`src/rtl/rlp_header_decoder_core_defines.svh`:
```
// assertion macros used by the rlp header decoder rtl
`ifndef RLP_HEADER_DECODER_CORE_DEFINES_SVH
`define RLP_HEADER_DECODER_CORE_DEFINES_SVH

// plain property checked on every rising clock edge outside reset
`define RLPD_ASSERT(lbl, prop, msg) \
  lbl: assert property (@(posedge clk_i) disable iff (!rst_ni) (prop)) else $error(msg);

// same-cycle implication checked outside reset
`define RLPD_ASSERT_IMPL(lbl, ante, cons, msg) \
  lbl: assert property (@(posedge clk_i) disable iff (!rst_ni) (ante) |-> (cons)) \
    else $error(msg);

// next-cycle implication checked outside reset
`define RLPD_ASSERT_NEXT(lbl, ante, cons, msg) \
  lbl: assert property (@(posedge clk_i) disable iff (!rst_ni) (ante) |=> (cons)) \
    else $error(msg);

`endif

```
`src/rtl/rlpd_pkg.sv`:
```
// types and constants of the rlp header decoder
package rlpd_pkg;

  localparam int unsigned MaxLengthBytesDefault = 4;

  localparam int unsigned ByteW    = 8;
  localparam int unsigned OffsetW  = 32;
  localparam int unsigned LenW     = 24;
  localparam int unsigned HsizeW   = 3;
  localparam int unsigned LenSelW  = 4;
  localparam int unsigned BufLenW  = 32;
  localparam int unsigned InDataW  = 40;
  localparam int unsigned OutDataW = 32;
  localparam int unsigned PaddrW   = 3;
  localparam int unsigned PdataW   = 32;

  // lead byte layout
  localparam logic [5:0] LenShortMax = 6'd55;
  localparam logic [2:0] HsizeMax    = 3'd7;

  // register index, taken from paddr[2]
  localparam logic RegIdxBufLen = 1'b0;

  typedef enum logic [1:0] {
    ST_OK       = 2'd0,
    ST_OVERRUN  = 2'd1,
    ST_OVERFLOW = 2'd2
  } rlpd_status_e;

  typedef struct packed {
    logic [OffsetW-1:0] header_offset;
    logic [ByteW-1:0]   in_byte;
  } rlpd_item_t;

  typedef struct packed {
    logic               item_kind;
    logic [LenW-1:0]    payload_length;
    logic [HsizeW-1:0]  header_size;
    rlpd_status_e       status;
  } rlpd_result_t;

endpackage

```
`src/rtl/rlpd_cfg_regs.sv`:
```
// apb register file holding the buffer length
module rlpd_cfg_regs (
  input  logic                          clk_i,
  input  logic                          rst_ni,
  input  logic                          psel,
  input  logic                          penable,
  input  logic                          pwrite,
  input  logic [rlpd_pkg::PaddrW-1:0]   paddr,
  input  logic [rlpd_pkg::PdataW-1:0]   pwdata,
  output logic [rlpd_pkg::PdataW-1:0]   prdata,
  output logic                          pready,
  output logic [rlpd_pkg::BufLenW-1:0]  buf_len_o
);
  import rlpd_pkg::*;

  logic [BufLenW-1:0] buf_len_q, buf_len_d;
  logic               wr_en;

  assign pready = 1'b1;
  assign wr_en  = psel && penable && pwrite && pready;

  always_comb begin
    buf_len_d = buf_len_q;
    if (wr_en && (paddr[2] == RegIdxBufLen)) begin
      buf_len_d = pwdata;
    end
  end

  always_ff @(posedge clk_i or negedge rst_ni) begin
    if (!rst_ni) begin
      buf_len_q <= '0;
    end else begin
      buf_len_q <= buf_len_d;
    end
  end

  always_comb begin
    prdata = '0;
    if (paddr[2] == RegIdxBufLen) begin
      prdata = buf_len_q;
    end
  end

  assign buf_len_o = buf_len_q;

endmodule

```
`src/rtl/rlpd_hdr_decode.sv`:
```
// header decode state and single-pass result logic
module rlpd_hdr_decode #(
  parameter int unsigned MAX_LENGTH_BYTES = rlpd_pkg::MaxLengthBytesDefault
) (
  input  logic                          clk_i,
  input  logic                          rst_ni,
  input  logic                          fire_i,
  input  rlpd_pkg::rlpd_item_t          item_i,
  input  logic [rlpd_pkg::BufLenW-1:0]  buf_len_i,
  output logic                          res_valid_o,
  output rlpd_pkg::rlpd_result_t        res_o
);
  import rlpd_pkg::*;
  `include "rlp_header_decoder_core_defines.svh"

  localparam int unsigned CntW = $clog2(MAX_LENGTH_BYTES + 1);
  localparam int unsigned HsW  = CntW + 1;
  localparam int unsigned SumW = OffsetW + 2;

  logic                coll_q, coll_d;
  logic [CntW-1:0]     left_q, left_d;
  logic [CntW-1:0]     cnt_q, cnt_d;
  logic [LenW-1:0]     acc_q, acc_d;
  logic                ovf_q, ovf_d;
  logic [OffsetW-1:0]  off_q, off_d;
  logic                kind_q, kind_d;

  logic [ByteW-1:0]    b;
  logic [5:0]          v;
  logic                lead_kind;
  logic                is_short;
  logic [LenSelW-1:0]  n_bytes;
  logic                n_too_many;
  logic [LenW-1:0]     acc_nx;
  logic                ovf_nx;
  logic [CntW-1:0]     left_nx;
  logic [HsW-1:0]      hs_full;
  logic [31:0]         hs_wide;
  logic [HsizeW-1:0]   hs_sat;
  logic [OffsetW-1:0]  add_base;
  logic [LenSelW-1:0]  add_inc;
  logic [LenW-1:0]     add_len;
  logic [SumW-1:0]     end_sum;
  logic                overrun;
  logic                res_valid;
  rlpd_result_t        res;

  assign b          = item_i.in_byte;
  assign v          = b[5:0];
  assign lead_kind  = b[6];
  assign is_short   = (v <= LenShortMax);
  assign n_bytes    = LenSelW'(v - LenShortMax);
  assign n_too_many = (32'(n_bytes) > 32'(MAX_LENGTH_BYTES));

  // once the length passes 24 bits it is held and flagged
  assign ovf_nx  = ovf_q || (acc_q[LenW-1:LenW-8] != '0);
  assign acc_nx  = ovf_q ? acc_q : {acc_q[LenW-9:0], b};
  assign left_nx = (left_q != '0) ? left_q - CntW'(1) : '0;

  assign hs_full = HsW'(cnt_q) + HsW'(1);
  assign hs_wide = 32'(hs_full);
  assign hs_sat  = (hs_wide > 32'(HsizeMax)) ? HsizeMax : hs_wide[HsizeW-1:0];

  // one shared end-of-item adder: offset + 1 + extra header bytes + payload
  always_comb begin
    if (coll_q) begin
      add_base = off_q;
      add_inc  = LenSelW'(cnt_q);
      add_len  = acc_nx;
    end else begin
      add_base = item_i.header_offset;
      add_inc  = is_short ? '0 : n_bytes;
      add_len  = is_short ? LenW'(v) : '0;
    end
  end

  assign end_sum = SumW'(add_base) + SumW'(1) + SumW'(add_inc) + SumW'(add_len);
  assign overrun = (end_sum > SumW'(buf_len_i));

  always_comb begin
    coll_d    = coll_q;
    left_d    = left_q;
    cnt_d     = cnt_q;
    acc_d     = acc_q;
    ovf_d     = ovf_q;
    off_d     = off_q;
    kind_d    = kind_q;
    res_valid = 1'b0;
    res       = '{item_kind: 1'b0, payload_length: '0, header_size: '0, status: ST_OK};

    if (coll_q) begin
      acc_d  = acc_nx;
      ovf_d  = ovf_nx;
      left_d = left_nx;
      if (left_nx == '0) begin
        coll_d    = 1'b0;
        res_valid = 1'b1;
        if (ovf_nx) begin
          res.status = ST_OVERFLOW;
        end else if (overrun) begin
          res.status = ST_OVERRUN;
        end else begin
          res.item_kind      = kind_q;
          res.payload_length = acc_nx;
          res.header_size    = hs_sat;
        end
      end
    end else begin
      res_valid = 1'b1;
      if (item_i.header_offset >= buf_len_i) begin
        res.status = ST_OVERRUN;
      end else if (!b[7]) begin
        res.payload_length = LenW'(1);
      end else if (is_short) begin
        if (overrun) begin
          res.status = ST_OVERRUN;
        end else begin
          res.item_kind      = lead_kind;
          res.payload_length = LenW'(v);
          res.header_size    = HsizeW'(1);
        end
      end else if (n_too_many) begin
        res.status = ST_OVERFLOW;
      end else if (overrun) begin
        res.status = ST_OVERRUN;
      end else begin
        // long form: collect the big-endian length bytes that follow
        res_valid = 1'b0;
        coll_d    = 1'b1;
        left_d    = CntW'(n_bytes);
        cnt_d     = CntW'(n_bytes);
        acc_d     = '0;
        ovf_d     = 1'b0;
        off_d     = item_i.header_offset;
        kind_d    = lead_kind;
      end
    end
  end

  always_ff @(posedge clk_i or negedge rst_ni) begin
    if (!rst_ni) begin
      coll_q <= 1'b0;
      left_q <= '0;
      cnt_q  <= '0;
      acc_q  <= '0;
      ovf_q  <= 1'b0;
      off_q  <= '0;
      kind_q <= 1'b0;
    end else if (fire_i) begin
      coll_q <= coll_d;
      left_q <= left_d;
      cnt_q  <= cnt_d;
      acc_q  <= acc_d;
      ovf_q  <= ovf_d;
      off_q  <= off_d;
      kind_q <= kind_d;
    end
  end

  assign res_valid_o = res_valid;
  assign res_o       = res;

  `RLPD_ASSERT_IMPL(a_err_zero, res_valid && (res.status != ST_OK),
    (res.item_kind == 1'b0) && (res.payload_length == '0) && (res.header_size == '0),
    "error result carries nonzero fields")
  `RLPD_ASSERT_IMPL(a_coll_left, coll_q, left_q != '0,
    "collecting with no length bytes left")
  `RLPD_ASSERT_IMPL(a_cnt_max, coll_q, 32'(cnt_q) <= 32'(MAX_LENGTH_BYTES),
    "length byte count above maximum")
  `RLPD_ASSERT_NEXT(a_start_coll, fire_i && !coll_q && !res_valid, coll_q,
    "silent lead byte did not start collection")

endmodule

```
`src/rtl/rlp_header_decoder_core.sv`:
```
// rlp header decoder top level: input register, decode, result register
//
// usage
//   s_axis carries one byte per transfer: tdata[7:0] in_byte, tdata[39:8]
//   header_offset (only read for lead bytes). m_axis carries one decoded
//   header per transfer: tdata payload_length, header_size, status,
//   tuser item_kind. the apb port holds buffer_length at address 0.
//   a lead byte gives a result at once unless it starts collecting length
//   bytes; then the result follows the last one and earlier bytes give none
// timing
//   one byte accepted per cycle, sustained while m_axis is not held; the
//   decode is one combinational pass between the input register and the
//   result register, and a header's result is decoded from its last byte
// reset
//   clears buffer_length, the valid flags of both pipeline registers and
//   the decode state; the block then waits for a lead byte
// stall
//   while m_axis is held, the result register and the input register stay
//   full and s_axis_tready drops; nothing is dropped or repeated
module rlp_header_decoder_core #(
  parameter int unsigned MAX_LENGTH_BYTES = rlpd_pkg::MaxLengthBytesDefault
) (
  input  logic                          clk_i,
  input  logic                          rst_ni,
  // stream in
  input  logic                          s_axis_tvalid,
  output logic                          s_axis_tready,
  input  logic [rlpd_pkg::InDataW-1:0]  s_axis_tdata,  // in_byte, header_offset
  // stream out
  output logic                          m_axis_tvalid,
  input  logic                          m_axis_tready,
  output logic [rlpd_pkg::OutDataW-1:0] m_axis_tdata,  // payload_length, header_size, status
  output logic                          m_axis_tuser,  // item_kind
  // apb configuration
  input  logic                          psel,
  input  logic                          penable,
  input  logic                          pwrite,
  input  logic [rlpd_pkg::PaddrW-1:0]   paddr,
  input  logic [rlpd_pkg::PdataW-1:0]   pwdata,
  output logic [rlpd_pkg::PdataW-1:0]   prdata,
  output logic                          pready
);
  import rlpd_pkg::*;

  logic               in_valid_q, in_valid_d;
  rlpd_item_t         in_item_q, in_item_d;
  logic               out_valid_q, out_valid_d;
  rlpd_result_t       out_res_q, out_res_d;
  logic               advance;
  logic               fire;
  logic               res_valid;
  rlpd_result_t       res;
  logic [BufLenW-1:0] buf_len;

  rlpd_cfg_regs u_cfg (
    .clk_i     (clk_i),
    .rst_ni    (rst_ni),
    .psel      (psel),
    .penable   (penable),
    .pwrite    (pwrite),
    .paddr     (paddr),
    .pwdata    (pwdata),
    .prdata    (prdata),
    .pready    (pready),
    .buf_len_o (buf_len)
  );

  rlpd_hdr_decode #(
    .MAX_LENGTH_BYTES (MAX_LENGTH_BYTES)
  ) u_dec (
    .clk_i       (clk_i),
    .rst_ni      (rst_ni),
    .fire_i      (fire),
    .item_i      (in_item_q),
    .buf_len_i   (buf_len),
    .res_valid_o (res_valid),
    .res_o       (res)
  );

  // the pipeline moves whenever the result register is free or being drained
  assign advance       = !out_valid_q || m_axis_tready;
  assign fire          = in_valid_q && advance;
  assign s_axis_tready = !in_valid_q || advance;

  always_comb begin
    in_valid_d = in_valid_q;
    in_item_d  = in_item_q;
    if (s_axis_tready) begin
      in_valid_d = s_axis_tvalid;
      in_item_d  = s_axis_tdata;
    end
  end

  always_comb begin
    out_valid_d = out_valid_q;
    out_res_d   = out_res_q;
    if (advance) begin
      out_valid_d = fire && res_valid;
    end
    if (fire && res_valid) begin
      out_res_d = res;
    end
  end

  always_ff @(posedge clk_i or negedge rst_ni) begin
    if (!rst_ni) begin
      in_valid_q  <= 1'b0;
      out_valid_q <= 1'b0;
    end else begin
      in_valid_q  <= in_valid_d;
      out_valid_q <= out_valid_d;
    end
  end

  always_ff @(posedge clk_i) begin
    in_item_q <= in_item_d;
    out_res_q <= out_res_d;
  end

  assign m_axis_tvalid = out_valid_q;
  assign m_axis_tuser  = out_res_q.item_kind;
  assign m_axis_tdata  = {3'b000, out_res_q.status, out_res_q.header_size,
                          out_res_q.payload_length};

endmodule

```
`config.mk`:
```
export PLATFORM = sky130hd
export DESIGN_NAME = rlp_header_decoder_core
export DESIGN_NICKNAME = d
export VERILOG_FILES = /design/src/rtl/rlpd_pkg.sv /design/src/rtl/rlpd_cfg_regs.sv /design/src/rtl/rlpd_hdr_decode.sv /design/src/rtl/rlp_header_decoder_core.sv
export VERILOG_INCLUDE_DIRS = /design/src /design/src/rtl
export SDC_FILE = /design/constraint.sdc
export NUM_CORES = 1
export LEC_CHECK = 0
export ABC_CLOCK_PERIOD_IN_PS = 7800
export BUFFER_PORTS_ARGS = -buffer_cell sky130_fd_sc_hd__buf_2
export CAP_MARGIN = 20
export CORE_ASPECT_RATIO = 1.2
export CORE_UTILIZATION = 54
export DETAILED_ROUTE_END_ITERATION = 8
export PLACE_DENSITY = 0.75
export SETUP_SLACK_MARGIN = 0.5
export SYNTH_ARGS = -nofsm -noshare
export SYNTH_HDL_FRONTEND = slang
export SYNTH_SLANG_ARGS = --single-unit
```
`constraint.sdc`:
```
create_clock -name clk_i -period 7.8 [get_ports clk_i]
set_input_delay 1.95 -clock clk_i [delete_from_list [all_inputs] [get_ports clk_i]]
set_output_delay 1.95 -clock clk_i [all_outputs]
set_load 0.1 [all_outputs]
```
==> results.json <==
{
  "grt_start_max_net_pins": 64,
  "synth_flop_type": "sky130_fd_sc_hd__dfrtp_1",
  "synth_top_cell_by_area": "sky130_fd_sc_hd__dfrtp_1",
  "crit_path_buffers_inverters": 6,
  "yosysWarningCount": 0,
  "port-buffer-count": 143,
  "setup.worst_path.class": "register to register",
  "ys_async_sr_fraction_pct": 58.6,
  "irDropWorstVdd_mv": 0.247,
  "timing.critical_path.slowest_stage_cell": "sky130_fd_sc_hd__fa_1",
  "vias": 9157,
  "num_rows": 58,
  "syn-mean-instance-area_sq_um": 10.3,
  "first_pass_iters": 5,
  "ys_seq_elements": 169,
  "netlist_area_sq_um": 11500,
  "synth_top_family_by_area": "simple AND/OR/NAND/NOR gates",
  "final_min_period_over_clock_period_pct": 89.7,
  "grt_overflow": 0,
  "die_span_y_microns": 162,
  "synth_unique_cells": 78,
  "final_layout_setup_total_negative_slack_ps": 0,
  "worst_clock_skew_ps": 16.4,
  "relSlewSlack_pct": 33.9,
  "synth-compound-area-share_pct": 12.8,
  "yosys.area.top_type_share_pct": 21.5,
  "drc": 0,
  "grt_setup_unrepaired": "no",
  "clock_insertion_delay_worst_skew_ps": 440,
  "detail_route.iter0.violations": 765,
  "slew_viol_final": 0,
  "tritoncts.num_buffers": 17,
  "floorplan.initialDensity_pct": 55.1,
  "first_pass_grt_wire_length_microns": 44500,
  "route.final.wire_length_microns": 28300,
  "yosys-mux-area-fraction_pct": 11.7,
  "synth_adder_area_share_pct": 13.1,
  "cts.htree.levels": 4,
  "critPathArrivalTime_ps": 7310,
  "fp.coreArea_sq_um": 20900,
  "reg2reg_slack_ps": 810,
  "crit_path_max_incr_delay_ps": 550,
  "antenna-diode-count": 0,
  "gpl.final_weighted_congestion": 0.861,
  "critical-path-top-delay-family": "compound AO/OA/AOI/OAI gates",
  "worstMarginPinSlew_ps": 991,
  "fin_util_pct": 63.6,
  "finalHoldViolations": 0,
  "endpoint_kind": "register",
  "fp.dieW_microns": 135,
  "cellLeakagePower_nw": 6.11,
  "place_hpwl_microns": 21000,
  "worst_ep_required_time_ps": 8120,
  "ant_nets_after_route": 0,
  "clock_sinks": 169,
  "synth_area_leaders": "sky130_fd_sc_hd__dfrtp_1 22%, sky130_fd_sc_hd__edfxtp_1 18%, sky130_fd_sc_hd__ha_1 12%, sky130_fd_sc_hd__mux2_2 4.0%, sky130_fd_sc_hd__mux2i_1 4.0%",
  "cts.clk_slew.worst_paths_ps": 70,
  "layout-drive-gt1-share_pct": 23.5,
  "cellPowerDensity_nw_per_um2": 446,
  "synthXorXnorAreaFrac_pct": 4.56,
  "number_of_enable_type_register_cells_in_the_synthesized_netlist": 70,
  "syn_inst": 1122,
  "synth_sequential_area_ratio_pct": 39.8,
  "final_nets": 1472,
  "max_cap_violations": 0,
  "clockRootBuffer": "sky130_fd_sc_hd__clkbuf_16",
  "timing.fmax_mhz": 143,
  "number_of_global_route_vias_before_repair": 8826,
  "cpMostUsedCell": "sky130_fd_sc_hd__inv_1",
  "outcome": "finished, final reports clean",
  "via_per_inst": 5.89,
  "timing.critical_path.fanout_max": 10,
  "ios": 150,
  "number_of_antenna_violations_at_the_first_check_in_global_routing": 0,
  "cts-root-to-sink-buffers": 2,
  "area_delta_synth_final_pct": 15.5,
  "global_route.usage.total_pct": 26.0,
  "setup.worst_path.start_class": "register",
  "setup_viol": 0,
  "period_minus_slack_ps": 6990,
  "dieArea_sq_um": 21900,
  "routedWlPerCell_microns": 18.2,
  "cts_tree": "yes",
  "synthSimpleGateAreaFrac_pct": 14.3,
  "holdCritPathClass": "register to register"
}
[Yosys cell counts, types with 6 or more instances]
library cell / n
sky130_fd_sc_hd__o21ai_0: 56
sky130_fd_sc_hd__xnor2_1: 34
sky130_fd_sc_hd__or3_1: 6
sky130_fd_sc_hd__dfrtp_1: 99
sky130_fd_sc_hd__nand2_1: 93
sky130_fd_sc_hd__o21a_1: 9
sky130_fd_sc_hd__and2_1: 10
sky130_fd_sc_hd__xor2_1: 26
sky130_fd_sc_hd__inv_1: 49
sky130_fd_sc_hd__nor2_1: 108
sky130_fd_sc_hd__ha_1: 113
sky130_fd_sc_hd__nand2b_1: 15
sky130_fd_sc_hd__clkbuf_1: 25
sky130_fd_sc_hd__nor2b_1: 11
sky130_fd_sc_hd__nand4_1: 20
sky130_fd_sc_hd__mux2_4: 28
sky130_fd_sc_hd__a21o_1: 12
sky130_fd_sc_hd__buf_6: 8
sky130_fd_sc_hd__mux2i_1: 46
sky130_fd_sc_hd__a211oi_1: 7
sky130_fd_sc_hd__nor3_1: 10
sky130_fd_sc_hd__edfxtp_1: 70
sky130_fd_sc_hd__mux2_2: 41
sky130_fd_sc_hd__a31oi_1: 7
sky130_fd_sc_hd__nand3_1: 26
sky130_fd_sc_hd__a21oi_1: 54
sky130_fd_sc_hd__nor4_1: 12
sky130_fd_sc_hd__a22oi_1: 28
sky130_fd_sc_hd__and3_1: 8
[final timing paths]
check,from,cells after the start,end
worst max-delay path,u_dec.coll_q,29,u_dec.off_q[1]
worst max register to register,u_dec.coll_q,29,u_dec.off_q[1]
min in group asynchronous,rst_ni,1,u_dec.acc_q[20]
max in group asynchronous,rst_ni,2,u_dec.off_q[16]
worst min-delay path,u_cfg.buf_len_o[5],1,u_cfg.buf_len_o[5]
worst min register to register,u_cfg.buf_len_o[5],1,u_cfg.buf_len_o[5]
[per-stage QoR]
step | instances | total power [mW] | instance area, sq um | setup WS, ps | hold WS (ps)
4_1_cts | 1545 | 5.84 | 13100 | 543 | 510
2_1_floorplan | 1124 | 4.19 | 11500 | 548 | 479
3_5_place_dp | 1512 | 5.01 | 12500 | 468 | 494
3_3_place_gp | 1512 | 4.93 | 12500 | 583 | 487
6_report | 1555 | 5.94 | 13300 | 805 | 507
5_1_grt | 1555 | 6.37 | 13300 | 495 | 519
[layer usage]
metal	wire [microns]	track usage, %	up-vias
li1	-	-	4397
met1	12700	34.9	4416
met2	13500	42.9	286
met3	1130	3.06	58
met4	887	10.3	0
met5	0	0	-
[sequential cells by signal, indices dropped and copies added (netlist names)]
name             count
in_item_q           40
u_cfg.buf_len_o     32
u_dec.off_q         32
m_axis_tdata        29
u_dec.acc_q         24
u_dec.cnt_q          3
u_dec.left_q         3
in_valid_q           1
m_axis_tuser         1
m_axis_tvalid        1
u_dec.coll_q         1
u_dec.kind_q         1
u_dec.ovf_q          1
[power by group]
part	total [mW]	internal, mW	switching [mW]
clock network	0.792	0.420	0.372
logic	3.78	1.38	2.40
registers	1.37	1.17	0.191
[logic make-up after synthesis]
group,count (synthesis)
other,2
AOI/OAI and AO/OA,224
adders and majority gates,118
buffers and inverters,93
muxes,115
and+or+nand+nor,341
DFF,169
xor gates and xnor gates,60
[worst reg2reg max path, delay by kind of cell, from the launching register on]
kind                     cells  cell delay [ps]
AO/OA/AOI/OAI               11             2670
adder cells (fa/ha/maj)      4             1510
AND/OR/NAND/NOR              5              880
buffers and inverters        6              760
flip-flops                   1              490
multiplexers                 1              350
XOR/XNOR                     2              210
[cells in the final DEF (no fill, tap or decap), drive strengths merged, types with 3 or more instances in the layout]
master and n:
buf 170, ha 113, nor2 108, dfrtp 99, nand2 93, edfxtp 70, mux2 69, o21ai 57
a21oi 54, inv 53, mux2i 46, xnor2 34, a22oi 29, nand3 27, xor2 26, clkbuf 22
nand4 21, nand2b 15, nor4 14, a21o 12, nor2b 11, and2 10, nor3 10, o21a 9
and3 9, a211oi 8, clkinv 8, a31oi 7, or3 6, nand3b 5, o31a 5, fa 5
a32o 4, nand4b 4, o211ai 4, conb 4, or2 4, a221oi 3, o22ai 3
[final cells by class]
class | count | area, sq um
Clock buffer | 20 | 447
Multi-Input combinational cell | 862 | 6620
Inverter | 50 | 188
Clock inverter | 12 | 91.3
Tap cell | 270 | 338
Fill cell | 1707 | 7600
Sequential cell | 169 | 4580
Timing Repair Buffer | 172 | 1040
[what timing repair did]
| action | CTS | global route |
|---|---|---|
| hold buffers | 0 | 0 |
| endpoints found under the setup margin | 59 | 120 |
| buffers inserted | 1 | 8 |
| gates resized for setup | 2 | 20 |
| pin swaps | 1 | 5 |
| gates cloned | 0 | 2 |
Note: power is estimated with default switching activity, not from simulation.
